===== src/rtl/sequence_range_replay_cache_assert.svh =====
// Assertion macros for the sequence range replay cache.
// Expects clk and rst_n in the scope of each use.
`ifndef SEQUENCE_RANGE_REPLAY_CACHE_ASSERT_SVH
`define SEQUENCE_RANGE_REPLAY_CACHE_ASSERT_SVH
`ifndef SYNTHESIS
`define SRRC_ASSERT(label, prop, msg) \
  label: assert property (@(posedge clk) disable iff (!rst_n) prop) else $error(msg);
`define SRRC_ASSERT_ALWAYS(label, prop, msg) \
  label: assert property (@(posedge clk) prop) else $error(msg);
`else
`define SRRC_ASSERT(label, prop, msg)
`define SRRC_ASSERT_ALWAYS(label, prop, msg)
`endif
`endif


===== src/rtl/srrc_pkg.sv =====
`timescale 1ns / 1ps
// Shared types and constants of the sequence range replay cache.
// No dependencies.
package srrc_pkg;

  localparam int unsigned REPLAY_CAP = 16;
  localparam logic [15:0] MAX_PKT_RESET = 16'd1500;
  localparam logic [4:0]  MAX_REPLAY_RESET = 5'd16;

  localparam logic CMD_STORE  = 1'b0;
  localparam logic CMD_REPLAY = 1'b1;

  localparam logic REG_MAX_PKT    = 1'b0;
  localparam logic REG_MAX_REPLAY = 1'b1;

  typedef enum logic [1:0] {
    ST_STORED  = 2'd0,
    ST_DROPPED = 2'd1,
    ST_REPLAY  = 2'd2,
    ST_MISS    = 2'd3
  } status_t;

  typedef struct packed {
    logic [15:0] max_packet_bytes;
    logic [4:0]  max_replay;
  } cfg_t;

  typedef struct packed {
    logic [63:0] seq;
    logic [15:0] count;
    logic [15:0] len;
  } desc_t;

  typedef struct packed {
    status_t     status;
    logic [11:0] slot;
    logic [15:0] len;
    logic [63:0] seq;
    logic [15:0] count;
    logic        last;
  } res_t;

endpackage


===== src/rtl/srrc_out_q.sv =====
`timescale 1ns / 1ps
// Two-entry result queue in front of the output stream.
// Depends on srrc_pkg and the assertion header.
`include "sequence_range_replay_cache_assert.svh"
module srrc_out_q (
  input  logic            clk,
  input  logic            rst_n,
  input  logic            push,
  input  srrc_pkg::res_t  push_res,
  output logic            full,
  output logic            out_valid,
  input  logic            out_ready,
  output srrc_pkg::res_t  out_res
);
  import srrc_pkg::*;

  res_t       ent_r [2];
  logic       wp_r;
  logic       wp_nxt;
  logic       rp_r;
  logic       rp_nxt;
  logic [1:0] cnt_r;
  logic [1:0] cnt_nxt;
  logic       pop;

  assign out_valid = (cnt_r != 2'd0);
  assign full = (cnt_r == 2'd2);
  assign out_res = ent_r[rp_r];
  assign pop = out_valid && out_ready;

  always_comb begin
    wp_nxt = push ? ~wp_r : wp_r;
    rp_nxt = pop ? ~rp_r : rp_r;
    cnt_nxt = cnt_r;
    if (push && !pop) begin
      cnt_nxt = cnt_r + 2'd1;
    end else if (pop && !push) begin
      cnt_nxt = cnt_r - 2'd1;
    end
  end

  always_ff @(posedge clk) begin
    if (!rst_n) begin
      wp_r <= 1'b0;
      rp_r <= 1'b0;
      cnt_r <= 2'd0;
    end else begin
      wp_r <= wp_nxt;
      rp_r <= rp_nxt;
      cnt_r <= cnt_nxt;
    end
    if (push) begin
      ent_r[wp_r] <= push_res;
    end
  end

  `SRRC_ASSERT(a_q_no_overflow, push |-> (!full || pop), "push into full result queue")
  `SRRC_ASSERT(a_q_level, cnt_r != 2'd3, "result queue level out of range")
  `SRRC_ASSERT(a_q_drain, (pop && !push && cnt_r == 2'd1) |=> !out_valid, "queue did not empty")
  `SRRC_ASSERT_ALWAYS(a_q_reset, !rst_n |=> !out_valid, "result after reset")

endmodule


===== config.mk =====
export PLATFORM = sky130hd
export DESIGN_NAME = srrc_out_q
export DESIGN_NICKNAME = d
export VERILOG_FILES = /design/src/rtl/srrc_pkg.sv /design/src/rtl/srrc_out_q.sv
export VERILOG_INCLUDE_DIRS = /design/src /design/src/rtl
export SDC_FILE = /design/constraint.sdc
export NUM_CORES = 1
export LEC_CHECK = 0
export BUFFER_PORTS_ARGS = -buffer_cell sky130_fd_sc_hd__buf_2
export CAP_MARGIN = 5
export CORE_AREA = 2 2 139 141
export CTS_BUF_LIST = sky130_fd_sc_hd__clkbuf_2
export DETAILED_ROUTE_END_ITERATION = 8
export DIE_AREA = 0 0 141 143
export GPL_TIMING_DRIVEN = 0
export PLACE_DENSITY_LB_ADDON = 0.1
export SLEW_MARGIN = 5
export SYNTH_ARGS = -nofsm -noshare
export SYNTH_HDL_FRONTEND = slang
export SYNTH_SLANG_ARGS = --single-unit

===== constraint.sdc =====
create_clock -name clk -period 10.1 [get_ports clk]
set_clock_uncertainty 0.1 [all_clocks]
set_input_delay 0.505 -clock clk [delete_from_list [all_inputs] [get_ports clk]]
set_output_delay 0.505 -clock clk [all_outputs]
set_load 0.01 [all_outputs]

Word level (Yosys, flattened, before mapping) --
Memory sizes are Yosys's and may differ from the RTL's. A register that Yosys moved wholly into a read port is not among the register bits. Index checks and enable logic that the tools add are counted.
Word-level totals: flip-flop bits (word level) 4, latch bits 0, RAM bits 222, memory bits (read-only) 0, bits of input ports 115, output and inout port bits 113, word-level logic and storage cells 22, memories kept 1
Cells by class: add/subtract/negate cells 2, multiply operators 0, divide/modulo/power cells 0, order comparisons 0, eq/ne operators 1, shift-type cells 0, muxes and demuxes 6, bitwise logic cells 2, reduce and logical (&&, ||, !) cells 7
Memories:
- ent_r | words 2, bits a word 111, rd ports 1, clocked after Yosys merged registers in 1, write ports 1, RTL line srrc_out_q.sv:17 | res_t ent_r [2];
Operators by type and width (count):
- two-way mux 1 bit | 4
- two-way mux 2 bit | 2
- nonzero test 2 bit | 2
- logical AND 1 bit | 3
- adder 2 x 1 -> 2 bit, second input constant | 1
- == test 2 bit, second input constant | 1
- logical NOT 1 bit | 2
- NOT 1 bit | 2
- subtractor 2 x 1 -> 2 bit, second input constant | 1

Longest topological paths before layout --
Gate-level depths: netlist of the first run.
depth in word-level cells 5, mapped depth 5, mapped depth without buffers 5

Worst setup path after synthesis of the first run --
No wires, ideal clock.
path kind input to register, from input port push, to memory ent_r[0][0] (netlist bit), enable pin, library setup time 0.596 ns, arrival time 5.358 ns, data required time 9.404 ns, setup slack 4.046 ns, stages 1, buffers on the path 0, cells stage by stage nor2b_1
On the way: longest elaborated chain between the ends 2
Ends and longest elaborated chain:
- start: declaration | RTL line srrc_out_q.sv:8 | input logic push,
- two-way mux 1 bit | RTL line srrc_out_q.sv:52 | if (push) begin
- two-way mux 1 bit (not written as such) | RTL line srrc_out_q.sv:53 | ent_r[wp_r] <= push_res;
- end: declaration | RTL line srrc_out_q.sv:17
No other way between the ends.

==> impl_metrics.env, run 1 <==
export IMPL_hold_ws_ns=0.124
export IMPL_fill_cells=1421
export IMPL_clock_latency_ns=0.77
export IMPL_io_pins=228
export IMPL_dp_hpwl_um=10600
export IMPL_post_route_drc_count=0
export IMPL_report_final_slew_viol_count=0
export IMPL_r2r_slack_ns=8.12
export IMPL_rr_worst_depth=2
export IMPL_setup_tns_ns=0
export IMPL_critical_path_top_delay_family="buffers and inverters"
export IMPL_ys_ff_latch=227
export IMPL_grt_pass1_wl_um=25400
export IMPL_p_sw_w=0.000634
export IMPL_rsz0062_at_grt="false"
export IMPL_netlist_area_mm2=0.00826
export IMPL_dr_pass1_iters=4
export IMPL_cp_data_arrival_time_ns=2.07
export IMPL_cts_tree="yes"
export IMPL_ff_latch_area_mm2=0.00677
export IMPL_drt_iter0_drc=146
export IMPL_cp_slowest_cell="dfxtp_1"
export IMPL_yosys_area_top_type="edfxtp_1"
export IMPL_max_freq_mhz=374
export IMPL_nets=887
export IMPL_synth_edf_count=222
export IMPL_grt_ovfl_total=0
export IMPL_multi_input_area_mm2=0.00138
export IMPL_detail_route_antenna_nets=0
export IMPL_status="finished clean"
export IMPL_cts_htree_levels=2
export IMPL_dominantRegCellSynth="edfxtp_1"
export IMPL_swShare=0.270
export IMPL_netlist_cell_type_count=17
export IMPL_p_per_area_mw_per_mm2=204
export IMPL_synth_common_cells="edfxtp_1, mux2_2, buf_6, dfxtp_1, and2_1"
export IMPL_finalHoldViolations=0
export IMPL_cp_data_required_time_ns=9.50
export IMPL_crit_buf_inv=3
export IMPL_ys_seq_area_frac=0.820
export IMPL_setup_viol=0
export IMPL_period_share=0.265
export IMPL_worstMarginPinSlew_ns=0.841
export IMPL_final_layout_size_suffix_gt1_frac=0.552
export IMPL_synth_warnings=0
export IMPL_slew_headroom=0.439
export IMPL_antenna_found_initial=1
export IMPL_max_stage_delay_ns=0.35
export IMPL_hold_path_class="in2reg"
export IMPL_placed_cells=833
export IMPL_worst_setup_path_start_kind="register"
export IMPL_stdcell_area_mm2=0.0115
export IMPL_cts_clk_slew_worst_paths_ns=0.09
export IMPL_clockBufferDepth=3
export IMPL_p_leak_nw=4.49
export IMPL_r2r_start="wp_r$_SDFFE_PN0P_"
export IMPL_end_kind="output port"
export IMPL_async_reset_ff_frac=0
export IMPL_holdPathEnd="rp_r$_SDFFE_PN0P_"
export IMPL_yosysTopAreaCellShare=0.808
export IMPL_vias=4847
export IMPL_die_x_um=141
export IMPL_cp_max_fo=10
export IMPL_peakVddDrop_mv=0.118
export IMPL_portBuffers=227
export IMPL_cap_violations=0
export IMPL_crit_chain="buf_4 > buf_6 > mux2_2 > buf_2"
export IMPL_hold_depth=4
export IMPL_num_rows=50
export IMPL_gp_congestion=0.716
export IMPL_fp_dieH_um=143
export IMPL_die_area_mm2=0.0202
export IMPL_rr_endpoint="ent_r[1][49]$_DFFE_PP_"
export IMPL_cts_sinks=227
export IMPL_p_clk_frac=0.273
export IMPL_syn_num_nets=483
export IMPL_cts_root_buf="clkbuf_2"
export IMPL_internal_power_w=0.00171
export IMPL_p_comb_frac=0.254
export IMPL_synthTopCellsByArea="edfxtp_1, mux2_2, buf_6"
export IMPL_numCtsBuffers=56
export IMPL_worstHoldStart="out_ready"
export IMPL_wl_um=16500
export IMPL_timing_worst_setup_path_type="reg2out"
export IMPL_finalCriticalPeriod_ns=2.68
export IMPL_area_growth_pct=39.3
export IMPL_grt_pass1_vias=5247
export IMPL_start_util=0.444
export IMPL_syn_inst=367
export IMPL_vias_per_cell=4.63
export IMPL_grt_usage=0.162
export IMPL_wl_per_cell_um=15.8
export IMPL_post_route_util=0.619
export IMPL_core_mm2=0.0186
export IMPL_finalNonFillerCells=1046
export IMPL_avgSynthCellArea_um2=22.5
export IMPL_pwr_share_seq=0.473
export IMPL_yosysMostFrequentCell="edfxtp_1"
export IMPL_place_area_mm2=0.00980
export IMPL_grt_max_degree=58
==> worst reg2reg max path, cell delays in order, from the launching register on <==
cell     delay, ns
dfxtp_1       0.40
and2_4        0.72
buf_16        0.35
==> cell usage in the layout, fill, tap and decap left out <==
cell           instances
clkinv_1               8
o21ai_1                1
xnor2_1                2
or3_1                  1
clkbuf_2              87
dfxtp_1                5
buf_6                  9
buf_12                 4
buf_4                  1
nor2b_1                2
mux2_2               111
buf_16                 1
edfxtp_1             222
buf_2                229
and2_1                 3
or2_2                  1
diode_2                1
nor2b_4                1
o21a_1                 1
dlygate4sd3_1        114
a21boi_1               1
and2_4                 1
bufinv_16              3
xor2_1                 1
ha_1                   1
o21ai_0                1
==> kinds of logic (layout without fill, tap and decap cells) <==
group	after synthesis	in the layout	synth area share
xor gates and xnor gates	3	3	0.00318
muxes	111	111	0.151
and+or+nand+nor	9	9	0.00682
other	0	1	0
adders and majority gates	1	1	0.00152
buffers and inverters	12	456	0.0144
DFF	227	227	0.820
AOI/OAI and AO/OA	4	4	0.00303
==> metrics by stage <==
stage	worst slack (ns)	power [W]
2_1_floorplan	4.05	0.00149
3_3_place_gp	0.995	0.00170
3_5_place_dp	7.90	0.00170
4_1_cts	7.28	0.00239
5_1_grt	7.26	0.00247
6_report	7.42	0.00234
==> per-layer routing <==
layer / vias up / part of all wire / global-route usage / routed length [um]
li1: 2309 / - / - / -
met1: 2333 / 0.38 / 0.180 / 6360
met4: 0 / 0.015 / 0.0568 / 254
met2: 178 / 0.52 / 0.288 / 8580
met5: - / 0 / 0 / 0
met3: 27 / 0.081 / 0.0614 / 1330
==> power groups by stage <==
stage,clock network [W],logic (W),registers (W)
after global routing,0.000716,0.000643,0.00111
after detailed placement,0,0.000570,0.00113
final,0.000639,0.000597,0.00111
after floorplan,0,0.000362,0.00113
after CTS,0.000668,0.000608,0.00111
after global placement,0,0.000557,0.00114
==> layout make-up <==
| type | instances | share of cell area |
|---|---|---|
| clock buffer | 87 | 0.0379 |
| timing repair buffer | 346 | 0.207 |
| sequential | 227 | 0.588 |
| buffer | 12 | 0.0103 |
| clock inverter | 11 | 0.0104 |
| antenna | 1 | 0.000218 |
| tap | 234 | 0.0255 |
| multi-input combinational | 128 | 0.120 |
==> registers in the layout, indices dropped and copies added, names as in the netlist, named ones only <==
| register | count |
|---|---|
| rp_r | 1 |
| wp_r | 1 |
| ent_r | 222 |
| cnt_r | 2 |
==> worst max-delay path by stage <==
| stage | from | to | slack, ns | depth (start not counted) |
|---|---|---|---|---|
| 2_1_floorplan | push | ent_r[0][0]$_DFFE_PP_ | 4.05 | 1 |
| 3_3_place_gp | push | ent_r[0][82]$_DFFE_PP_ | 1.0 | 2 |
| 3_5_place_dp | push | ent_r[1][80]$_DFFE_PP_ | 7.90 | 3 |
| 4_1_cts | register | out_res[27] | 7.28 | 4 |
| 5_1_grt | register | out_res[29] | 7.26 | 4 |
| 6_report | register | out_res[29] | 7.42 | 4 |
==> what timing repair did <==
| action | in CTS | in global routing |
|---|---|---|
| hold endpoints to repair | 229 | 0 |
| buffers inserted | 0 | 0 |
| hold buffers | 114 | 0 |
| resized for setup | 0 | 0 |
Note: power is estimated with default switching activity, not from simulation.
==> inputs of run 2 (changes only) <==
clock period = 2.68 ns   (was 10.1 ns; I/O delays follow)
==> run 2 against run 1 <==
  * The run now fails in 4_1_cts
  * Synthesized cell count is the same
  * Area after synthesis unchanged
==> impl_metrics.env, run 2 <==
export IMPL_syn_num_nets=483
export IMPL_netlist_area_mm2=0.00826
export IMPL_synth_edf_count=222
export IMPL_dp_hpwl_um=10400
export IMPL_yosysMostFrequentCell="edfxtp_1"
export IMPL_fp_dieH_um=143
export IMPL_synth_warnings=0
export IMPL_num_rows=50
export IMPL_gp_congestion=0.709
export IMPL_postCtsSetupRepairBufs=0
export IMPL_yosys_area_top_type="edfxtp_1"
export IMPL_synthTopCellsByArea="edfxtp_1, mux2_2, buf_6"
export IMPL_synth_common_cells="edfxtp_1, mux2_2, buf_6, dfxtp_1, and2_1"
export IMPL_lastStage="4_1_cts"
export IMPL_netlist_cell_type_count=17
export IMPL_syn_inst=367
export IMPL_start_util=0.444
export IMPL_die_x_um=141
export IMPL_ys_ff_latch=227
export IMPL_portBuffers=227
export IMPL_cts_hold_buf=186
export IMPL_async_reset_ff_frac=0
export IMPL_cts_sinks=227
export IMPL_ys_seq_area_frac=0.820
export IMPL_status="did not finish"
export IMPL_numCtsBuffers=55
export IMPL_clockBufferDepth=3
export IMPL_avgSynthCellArea_um2=22.5
export IMPL_tool_error="[ERROR RSZ-0060] Max buffer count reached."
export IMPL_cts_htree_levels=2
export IMPL_dominantRegCellSynth="edfxtp_1"
export IMPL_cts_root_buf="clkbuf_2"
export IMPL_post_cts_resized=0
export IMPL_yosysTopAreaCellShare=0.808
export IMPL_io_pins=228
==> run 2: cell counts after synthesis <==
No cell type changed its count.
==> run 2: per-stage QoR <==
step / instances / TNS (ns) / setup WS (ns) / area (um2)
after floorplan: 367 / 0 / 0.174 / 8260
after global placement: 828 / -116.97 / -0.705 / 9690
after detailed placement: 832 / 0 / 0.663 / 9780
==> run 2: kinds of logic after synthesis <==
logic type / share of synthesized area
AOI/OAI and AO/OA: 0.00303
xor gates and xnor gates: 0.00318
adders and majority gates: 0.00152
buffers and inverters: 0.0144
DFF: 0.820
muxes: 0.151
and+or+nand+nor: 0.00682
==> inputs of run 3 (changes only) <==
CORE_AREA = 2 2 169 171   (was 2 2 139 141)
CTS_BUF_LIST = not set   (was sky130_fd_sc_hd__clkbuf_2)
DIE_AREA = 0 0 171 173   (was 0 0 141 143)
PLACE_DENSITY_LB_ADDON = 0.15   (was 0.1)
==> run 3 against run 2 <==
  * The flow now finishes without violations
==> impl_metrics.env, run 3 (synthesized netlist as in run 1, its figures left out) <==
export IMPL_status="finished clean"
export IMPL_p_total_w=0.00966
export IMPL_fin_ws_ns=0.600
export IMPL_top_register="ent_r"
export IMPL_num_rows=61
export IMPL_cts_sinks=227
export IMPL_fp_dieH_um=173
export IMPL_core_mm2=0.0276
export IMPL_gp_congestion=0.681
export IMPL_hold_depth=4
export IMPL_cp_data_arrival_time_ns=1.85
export IMPL_place_ws_ns=0.680
export IMPL_crit_chain="buf_4 > buf_6 > mux2_2 > buf_2"
export IMPL_grt_pass1_wl_um=26400
export IMPL_portBuffers=227
export IMPL_start_util=0.299
export IMPL_area_growth_pct=44.1
export IMPL_drt_iter0_drc=153
export IMPL_finalCriticalPeriod_ns=2.08
export IMPL_peakVddDrop_mv=0.490
export IMPL_worstMarginPinSlew_ns=0.876
export IMPL_period_share=0.776
export IMPL_wl_per_cell_um=15.3
export IMPL_post_route_drc_count=0
export IMPL_slew_headroom=0.416
export IMPL_grt_max_degree=57
export IMPL_ff_latch_area_mm2=0.00677
export IMPL_wl_met2_um=8650
export IMPL_setup_viol=0
export IMPL_wl_um=17400
export IMPL_report_final_slew_viol_count=0
export IMPL_final_common_cell="buf_2"
export IMPL_rsz0062_at_grt="false"
export IMPL_numCtsBuffers=25
export IMPL_final_layout_size_suffix_gt1_frac=0.515
export IMPL_place_area_mm2=0.00999
export IMPL_clock_latency_ns=0.52
export IMPL_stdcell_area_mm2=0.0119
export IMPL_worst_setup_path_start_kind="register"
export IMPL_die_area_mm2=0.0296
export IMPL_largest_reg_flops=222
export IMPL_end_kind="output port"
export IMPL_cts_tree="yes"
export IMPL_clockBufferDepth=3
export IMPL_dp_hpwl_um=11300
export IMPL_hold_path_class="in2reg"
export IMPL_m1WireLength_um=7110
export IMPL_cap_violations=0
export IMPL_cts_root_buf="clkbuf_16"
export IMPL_timing_worst_setup_path_type="reg2out"
export IMPL_fill_cells=2555
export IMPL_p_leak_nw=4.45
export IMPL_vias=4667
export IMPL_io_pins=228
export IMPL_antenna_found_initial=0
export IMPL_finalHoldViolations=0
export IMPL_cp_data_required_time_ns=2.45
export IMPL_cp_slowest_cell="mux2_2"
export IMPL_max_stage_delay_ns=0.35
export IMPL_p_per_area_mw_per_mm2=813
export IMPL_vias_per_cell=4.11
export IMPL_cts_htree_levels=1
export IMPL_n_antenna_cell=0
export IMPL_grt_pass1_vias=5066
export IMPL_detail_route_antenna_nets=0
export IMPL_cts_clk_slew_worst_paths_ns=0.06
export IMPL_grt_usage=0.114
export IMPL_dr_pass1_iters=4
export IMPL_multi_input_area_mm2=0.00138
export IMPL_wl_met3_um=1130
export IMPL_die_x_um=171
export IMPL_top_layer_used="met4"
export IMPL_post_cts_resized=0
export IMPL_post_route_util=0.430
export IMPL_top_regs="ent_r (222), cnt_r (2)"
export IMPL_grt_ovfl_total=0
export IMPL_layout_common_cells="buf_2, edfxtp_1, dlygate4sd3_1"
export IMPL_rr_worst_depth=2
export IMPL_max_freq_mhz=481
export IMPL_cp_max_fo=10
export IMPL_nets=856
run 3: worst max-delay path, delay by kind of cell, from the launching register on:
kind,cells,cell delay [ns]
buffers and inverters,3,0.62
flip-flops,1,0.34
multiplexers,1,0.35
run 3: metrics by stage:
stage	cells	setup TNS (ns)	hold WS (ns)
after floorplan	367	0	0.133
after global placement	972	-135.97	0.222
after detailed placement	977	0	0.225
after CTS	1135	0	0.0183
after global routing	1135	0	0.0571
final	1135	0	0.0513
run 3: repair_timing:
item / 4_1_cts / 5_1_grt
hold endpoints to repair: 227 / 0
hold buffers: 114 / 0
buffers inserted: 0 / 0
run 3: cell type report:
| class | count | share of cell area |
|---|---|---|
| buffer | 12 | 0.00999 |
| clock buffer | 30 | 0.0542 |
| clock inverter | 14 | 0.00989 |
| multi-input combinational | 128 | 0.116 |
| sequential | 227 | 0.569 |
| tap | 378 | 0.0398 |
| timing repair buffer | 346 | 0.201 |
run 3: worst paths after layout:
path | startpoint | end | slack, ns
worst max-delay path | register | out_res[89] | 0.60
worst max register to register | wp_r$_SDFFE_PN0P_ | ent_r[1][57]$_DFFE_PP_ | 0.73
worst min-delay path | push | cnt_r[1]$_SDFFE_PN0P_ | 0.05
worst min register to register | cnt_r[1]$_SDFFE_PN0P_ | cnt_r[1]$_SDFFE_PN0P_ | 0.44
run 3: where the power goes:
group	internal [W]	switching [W]	leakage, nW	total (W)
registers	0.00412	0.0000610	2.12	0.00418
clock network	0.00189	0.00131	0.370	0.00320
logic	0.00120	0.00108	1.95	0.00228
total	0.00722	0.00245	4.45	0.00966
run 3: metal layers:
layer | vias to the layer above | global-route usage
li1 | 2216 | -
met1 | 2281 | 0.133
met2 | 138 | 0.200
met3 | 32 | 0.0318
met4 | 0 | 0.0367
met5 | - | 0
==> inputs of run 4 (changes only) <==
clock period = 2.1 ns   (was 2.68 ns; I/O delays follow)
==> run 4 against run 3 <==
  * Global-route usage fell by 0.17 points
  * Via count is 1.8% higher
  * Non-clock buffer count up 1
  * Register-to-register slack got worse by 0.59 ns
  * Sequential power grew 28%
  * Clock power increased by 29%
  * Utilization increased by 0.19 points
  * First-iteration DRC count down 15%
  * Sequential share of layout area down 0.23 points
  * Critical endpoint is now out_res[24]
==> impl_metrics.env, run 4 (synthesized netlist as in run 1, its figures left out) <==
export IMPL_area_growth_pct=44.7
export IMPL_p_clk_frac=0.333
export IMPL_drt_iter0_drc=130
export IMPL_crit_buf_inv=3
export IMPL_dr_pass1_iters=4
export IMPL_pwr_share_seq=0.431
export IMPL_cts_tree="yes"
export IMPL_top_regs="ent_r (222), cnt_r (2)"
export IMPL_clock_latency_ns=0.51
export IMPL_final_common_cell="buf_2"
export IMPL_worstHoldStart="push_res[105]"
export IMPL_slew_headroom=0.473
export IMPL_die_x_um=171
export IMPL_cp_data_arrival_time_ns=1.78
export IMPL_grt_max_degree=62
export IMPL_p_total_w=0.0124
export IMPL_vias=4749
export IMPL_grt_pass1_vias=5115
export IMPL_post_route_util=0.432
export IMPL_nets=858
export IMPL_rsz0062_at_grt="false"
export IMPL_end_kind="output port"
export IMPL_post_route_drc_count=0
export IMPL_start_util=0.299
export IMPL_p_comb_frac=0.236
export IMPL_die_area_mm2=0.0296
export IMPL_detail_route_antenna_nets=0
export IMPL_setup_viol=0
export IMPL_cp_data_required_time_ns=1.89
export IMPL_dp_hpwl_um=11400
export IMPL_internal_power_w=0.00924
export IMPL_rr_endpoint="ent_r[1][78]$_DFFE_PP_"
export IMPL_max_freq_mhz=503
export IMPL_peakVddDrop_mv=0.584
export IMPL_final_layout_size_suffix_gt1_frac=0.520
export IMPL_n_antenna_cell=0
export IMPL_finalNonFillerCells=1139
export IMPL_portBuffers=227
export IMPL_layout_common_cells="buf_2, edfxtp_1, dlygate4sd3_1"
export IMPL_period_share=0.948
export IMPL_swShare=0.255
export IMPL_fp_dieH_um=173
export IMPL_crit_chain="buf_6 > buf_6 > mux2_2 > buf_2"
export IMPL_status="finished clean"
export IMPL_timing_worst_setup_path_type="reg2out"
export IMPL_cts_sinks=227
export IMPL_hold_path_class="in2reg"
export IMPL_cts_clk_slew_worst_paths_ns=0.06
export IMPL_p_per_area_mw_per_mm2=1040
export IMPL_grt_pass1_wl_um=26200
export IMPL_finalHoldViolations=0
export IMPL_top_register="ent_r"
export IMPL_cts_root_buf="clkbuf_16"
export IMPL_vias_per_cell=4.17
export IMPL_numCtsBuffers=25
export IMPL_gp_congestion=0.686
export IMPL_place_ws_ns=0.0600
export IMPL_wl_per_cell_um=15.4
export IMPL_clockBufferDepth=3
export IMPL_cpMostUsedCell="buf_6"
export IMPL_core_mm2=0.0276
export IMPL_num_rows=61
export IMPL_fin_ws_ns=0.110
export IMPL_critical_path_top_delay_family="buffers and inverters"
export IMPL_cap_violations=0
export IMPL_grt_usage=0.112
export IMPL_cp_slowest_cell="dfxtp_1"
export IMPL_antenna_found_initial=0
export IMPL_worstMarginPinSlew_ns=0.791
export IMPL_worst_setup_path_start_kind="register"
export IMPL_placed_cells=977
export IMPL_report_final_slew_viol_count=0
export IMPL_p_leak_nw=4.48
export IMPL_io_pins=228
export IMPL_max_stage_delay_ns=0.35
export IMPL_grt_ovfl_total=0
export IMPL_cp_max_fo=10
export IMPL_cts_htree_levels=1
export IMPL_wl_um=17600
export IMPL_r2r_start="wp_r$_SDFFE_PN0P_"
export IMPL_largest_reg_flops=222
export IMPL_rr_worst_depth=2
export IMPL_postCtsSetupRepairBufs=0
export IMPL_finalCriticalPeriod_ns=1.99
export IMPL_r2r_slack_ns=0.14
export IMPL_p_sw_w=0.00315
export IMPL_holdPathEnd="ent_r[0][105]$_DFFE_PP_"
export IMPL_hold_depth=2
[run 4: cell type report]
class | instances | area (um2)
fill | 2560 | 15700
timing repair buffer | 347 | 2410
tap | 378 | 473
buffer | 12 | 123
sequential | 227 | 6770
clock buffer | 27 | 633
multi-input combinational | 129 | 1390
clock inverter | 19 | 149
[run 4: metal layers]
layer,share of wire,GRT usage
met2,0.49,0.197
met1,0.41,0.132
met4,0.024,0.0367
met3,0.068,0.0300
met5,0,0
[run 4: worst max path at each step]
stage | start | end | slack [ns] | cells after the start
finish | register | out_res[24] | 0.11 | 4
global route | register | out_res[24] | 0.0007 | 4
CTS | register | out_res[24] | 0.03 | 4
detailed placement | wp_r$_SDFFE_PN0P_ | ent_r[0][73]$_DFFE_PP_ | 0.06 | 4
global placement | wp_r$_SDFFE_PN0P_ | ent_r[0][73]$_DFFE_PP_ | -1.34 | 1
floorplan | wp_r$_SDFFE_PN0P_ | ent_r[0][0]$_DFFE_PP_ | -0.40 | 1
[run 4: what timing repair did]
action,CTS,global route
cloned,0,1
endpoints found under the setup margin,14,22
gates resized for setup,1,0
hold buffers,115,0
endpoints found under the hold margin,227,0
[run 4: through the flow]
stage	setup TNS [ns]	hold WS (ns)	cell area (um2)
after floorplan	-62.75	0.104	8270
after CTS	0	0.187	11900
after detailed placement	0	0.196	10000
after global placement	-252.06	0.192	9870
after global routing	0	0.198	11900
final	0	0.215	11900
[run 4: power groups by stage]
stage / logic, W / registers (W) / clock network, W
2_1_floorplan: 0.00174 / 0.00542 / 0
3_3_place_gp: 0.00273 / 0.00544 / 0
3_5_place_dp: 0.00280 / 0.00544 / 0
4_1_cts: 0.00300 / 0.00534 / 0.00426
5_1_grt: 0.00317 / 0.00536 / 0.00446
6_report: 0.00293 / 0.00534 / 0.00412
